File: config.mk
export PLATFORM = sky130hd
export DESIGN_NAME = pps_cell
export DESIGN_NICKNAME = d
export VERILOG_FILES = /design/src/hdl/pps_pkg.sv /design/src/hdl/pps_cell.sv
export SDC_FILE = /design/constraint.sdc
export NUM_CORES = 1
export LEC_CHECK = 0
export BUFFER_PORTS_ARGS = -buffer_cell sky130_fd_sc_hd__buf_2
export CAP_MARGIN = 20
export CORE_AREA = 2 2 178 180
export DETAILED_ROUTE_END_ITERATION = 8
export DIE_AREA = 0 0 180 182
export GPL_ROUTABILITY_DRIVEN = 0
export PLACE_DENSITY = 0.51
export SYNTH_ARGS = -nofsm -noshare
export SYNTH_HDL_FRONTEND = slang
export SYNTH_SLANG_ARGS = --single-unit
File: constraint.sdc
create_clock -name clk -period 6.2 [get_ports clk]
set_clock_uncertainty 0.15 [all_clocks]
set_input_delay 0.62 -clock clk [delete_from_list [all_inputs] [get_ports clk]]
set_output_delay 0.62 -clock clk [all_outputs]
set_load 0.1 [all_outputs]
File: src/hdl/pps_pkg.sv
// Shared types, constants and the queue ordering function for the
// preemptive priority scheduler. No dependencies.
`timescale 1ns / 1ps

package pps_pkg;

  localparam int QUEUE_DEPTH_DEF = 32;
  localparam int TIME_W          = 40;

  localparam logic FUNC_ARRIVE   = 1'b0;
  localparam logic FUNC_DRAIN    = 1'b1;
  localparam logic STATUS_DONE   = 1'b0;
  localparam logic STATUS_REJECT = 1'b1;

  typedef struct packed {
    logic        func;
    logic [15:0] job_id;
    logic [39:0] arrival_time;
    logic [23:0] run_time;
    logic [7:0]  job_priority;
  } job_t;

  typedef struct packed {
    logic        status;
    logic [15:0] done_id;
    logic [39:0] end_tick;
    logic        last;
  } done_t;

  // one queued or running job
  typedef struct packed {
    logic [15:0] id;
    logic [39:0] arrival;
    logic [7:0]  pri;
    logic [23:0] remaining;
  } entry_t;

  // best-so-far travelling down the cell row
  typedef struct packed {
    logic   valid;
    entry_t e;
  } cand_t;

  typedef struct packed {
    logic shift;  // take the neighbour's entry
    logic load;   // take the load data
  } cell_ctl_t;

  typedef enum logic [3:0] {
    S_IDLE,
    S_SETTLE,
    S_SEARCH,
    S_APPLY,
    S_LOOP,
    S_FIN,
    S_CHK,
    S_ARRIVE,
    S_END
  } state_t;

  // a strictly beats b: higher priority, then earlier arrival, then lower id
  function automatic logic beats(entry_t a, entry_t b);
    logic [63:0] ka;
    logic [63:0] kb;
    ka = {a.pri, ~a.arrival, ~a.id};
    kb = {b.pri, ~b.arrival, ~b.id};
    return ka > kb;
  endfunction

endpackage

File: src/hdl/pps_cell.sv
// One queue slot: holds an entry, shifts/loads on command, and runs one
// registered stage of the head search. Depends on pps_pkg.
`timescale 1ns / 1ps

module pps_cell #(
  parameter int IW  = 5,
  parameter int IDX = 0
) (
  input  logic              clk,
  input  logic              rst,
  input  pps_pkg::cell_ctl_t ctl,
  input  logic              occupied,
  input  pps_pkg::entry_t   neighbour,
  input  pps_pkg::entry_t   load_data,
  input  pps_pkg::cand_t    best_in,
  input  logic [IW-1:0]     best_in_idx,
  output pps_pkg::entry_t   entry,
  output pps_pkg::cand_t    best_out,
  output logic [IW-1:0]     best_out_idx
);

  logic take_own;

  // earlier slot wins ties, so replace only on a strict win
  assign take_own = occupied && (!best_in.valid || pps_pkg::beats(entry, best_in.e));

  always_ff @(posedge clk) begin
    if (ctl.load) begin
      entry <= load_data;
    end else if (ctl.shift) begin
      entry <= neighbour;
    end
  end

  always_ff @(posedge clk) begin
    if (rst) begin
      best_out.valid <= 1'b0;
    end else begin
      best_out.valid <= take_own | best_in.valid;
    end
    if (take_own) begin
      best_out.e   <= entry;
      best_out_idx <= IW'(IDX);
    end else begin
      best_out.e   <= best_in.e;
      best_out_idx <= best_in_idx;
    end
  end

endmodule

==> impl_metrics.yaml <==
die:
  core_mm2: 0.0310
  row_count: 65
  start_util_pct: 27.1
  die_h_um: 182
  ios: 457
  die_w_um: 180
  dieArea_mm2: 0.0328
cells_and_area:
  layout_common_cells: "buf_2, mux2_2, dfxtp_1"
  area_growth_pct: 38.0
  multi_input_area_mm2: 0.00341
  drive_above_1_share_pct: 55.5
  nFillCells: 3150
  final_common_cell: "buf_2"
  register_area_mm2: 0.00452
  stdcell_area_mm2: 0.0116
  finalNetCount: 1412
  n_antenna_cell: 0
  stdcell_count: 1488
critical_path:
  slowest_delay_ns: 0.60
  rr_startpoint: "entry[31]$_DFFE_PP_"
  path_class: "flop to flop"
  r2r-end: "best_out[11]$_DFF_P_"
  r2r_slack_ns: 2.37
  end_kind: "flop"
  arrival_ns: 4.00
  crit_top_cell: "nand3_1"
  worst_r2r_path_depth: 9
  cp-startpoint: "entry[31]$_DFFE_PP_"
  critical_path.top_delay_family: "simple AND/OR/NAND/NOR gates"
  critPathSlowestCell: "or4_1"
  cp_data_required_time_ns: 6.37
  cp_cell_sequence: "ha_1 > nand3_1 > or4_1 > nor4_2 > nand3_1 > o221a_1 > a21oi_4 > buf_4 > mux2_2"
  cp_max_fo: 55
  start_kind: "flop"
  path_buf_inv: 1
clock_network:
  clk_latency_ns: 0.44
  post_cts_buffers: 0
  cts_buffers: 17
  root_buffer: "clkbuf_16"
  cts_tree: "built"
  cts-resized-gates: 0
  path_clk_slew_ns: 0.07
  cts_sinks: 182
  cts_hold_buf: 0
  cts.path.max_buffers: 2
  h-tree-depth: 4
yosys:
  synth_area_per_cell_um2: 13.7
  synthDistinctLibCells: 39
  syn_nets: 953
  synthArstFlopShare_pct: 0
  yosys_warnings: 0
  syn_area_mm2: 0.00838
  ys_ff_latch: 182
  synthCells: 614
  synth-edff-count: 88
  synth_ff_type: "dfxtp_1"
  ys_seq_area_share_pct: 54.0
routing:
  wl_um: 26300
  dr.pass1.iters: 5
  drc: 0
  via_count: 6427
  ant_nets: 0
  route.detailed.wl_per_inst_um: 17.7
  avgViaCountPerCell: 4.32
  drt_iter0_drc: 228
global_routing:
  antenna_found_initial: 1
  grtUsageTotal_pct: 16.0
  grt_remaining_overflow: 0
  first_global_vias: 6750
  grt_max_degree: 56
  grt_pass1_wl_um: 39700
place:
  placed_area_mm2: 0.0110
  port-buffer-count: 456
  dp_slack_ns: 2.07
  dpl.hpwl_um: 21000
  place_inst: 1456
timing:
  worst_slack_ns: 2.37
  rsz0062_at_grt: "false"
  timing.fmax_mhz: 261
  fin_crit_ns: 3.83
  finalSetupViolCount: 0
  post-route-period-util_pct: 61.8
  fin_setup_tns_ns: 0
  hold_violations: 0
  slew-limit-headroom_pct: 45.3
  slew_violations: 0
  whs_ns: 0.177
  worstMarginPinSlew_ns: 0.820
hold_path:
  min_to: "best_out[88]$_SDFF_PP0_"
  min_from: "rst"
  min_path_cells: 2
  hold_class: "input port to flop"
power_and_ir_drop:
  leakagePower_nw: 5.51
  ir_drop_v: 0.000167
  power.density_mw_per_mm2: 358
outcome:
  status: "finished clean"
flow_run:
  drv_cap: 0
layer usage:
layer	track usage (%)	vias up	wire length, um
li1	-	3159	-
met1	19.3	3038	11300
met2	27.9	218	13200
met3	4.57	12	1460
met4	4.00	0	275
met5	0	-	0
logic make-up after synthesis:
group                    after synthesis  share of synthesized area (%)
buffers and inverters                 85                           5.33
AO/OA/AOI/OAI                         49                           3.64
multiplexers                         176                           23.6
AND/OR/NAND/NOR                       58                           3.85
flip-flops                           182                           54.0
adder cells (fa/ha/maj)               64                           9.55
Yosys cell counts (all sizes together) (3+ instances only):
cell      n  share of area, %
nand4    12              0.90
clkbuf    9              0.40
nor2b     7              0.52
o21ai     8              0.48
dfxtp    94                22
ha       64               9.6
a21o      5              0.45
nand3    10              0.60
nor3      4              0.24
nand2    11              0.49
inv      65               2.9
buf      11               2.0
nor2      4              0.18
a21oi    26               1.7
edfxtp   88                32
mux2    176                24
a221o     3              0.36
power breakdown:
| part | total (mW) | switching [mW] | internal [mW] |
|---|---|---|---|
| sequential | 1.48 | 0.0690 | 1.41 |
| combinational | 1.60 | 1.29 | 0.311 |
| clock | 1.06 | 0.529 | 0.532 |
metrics by stage:
| step | utilization [%] | power (mW) |
|---|---|---|
| after floorplan | - | 2.80 |
| after global placement | 35.5 | 3.12 |
| after detailed placement | 35.5 | 3.12 |
| after CTS | 37.3 | 4.20 |
| after global routing | 37.3 | 4.32 |
| final | 37.3 | 4.14 |
final cells by class:
class | instances | share of cell area (%)
clock buffers | 17 | 3.68
well taps | 402 | 4.35
inverters | 65 | 2.11
clock inverters | 15 | 1.20
repair buffers | 460 | 20.0
flip-flops and latches | 182 | 39.1
multi-input cells | 347 | 29.5
how the worst max path moves through the flow:
| stage | endpoint | slack (ns) | depth (start not counted) |
|---|---|---|---|
| 2_1_floorplan | best_out[82]$_DFF_P_ | 2.64 | 11 |
| 3_3_place_gp | best_out[2]$_DFF_P_ | 2.18 | 11 |
| 3_5_place_dp | best_out[11]$_DFF_P_ | 2.07 | 11 |
| 4_1_cts | best_out[11]$_DFF_P_ | 2.31 | 9 |
| 5_1_grt | best_out[11]$_DFF_P_ | 2.05 | 9 |
| 6_report | best_out[11]$_DFF_P_ | 2.37 | 9 |
state kept, by name (all words and copies together) (netlist names):
name and count:
best_out 89, entry 88, best_out_idx 5
Note: power is estimated with default switching activity, not from simulation.
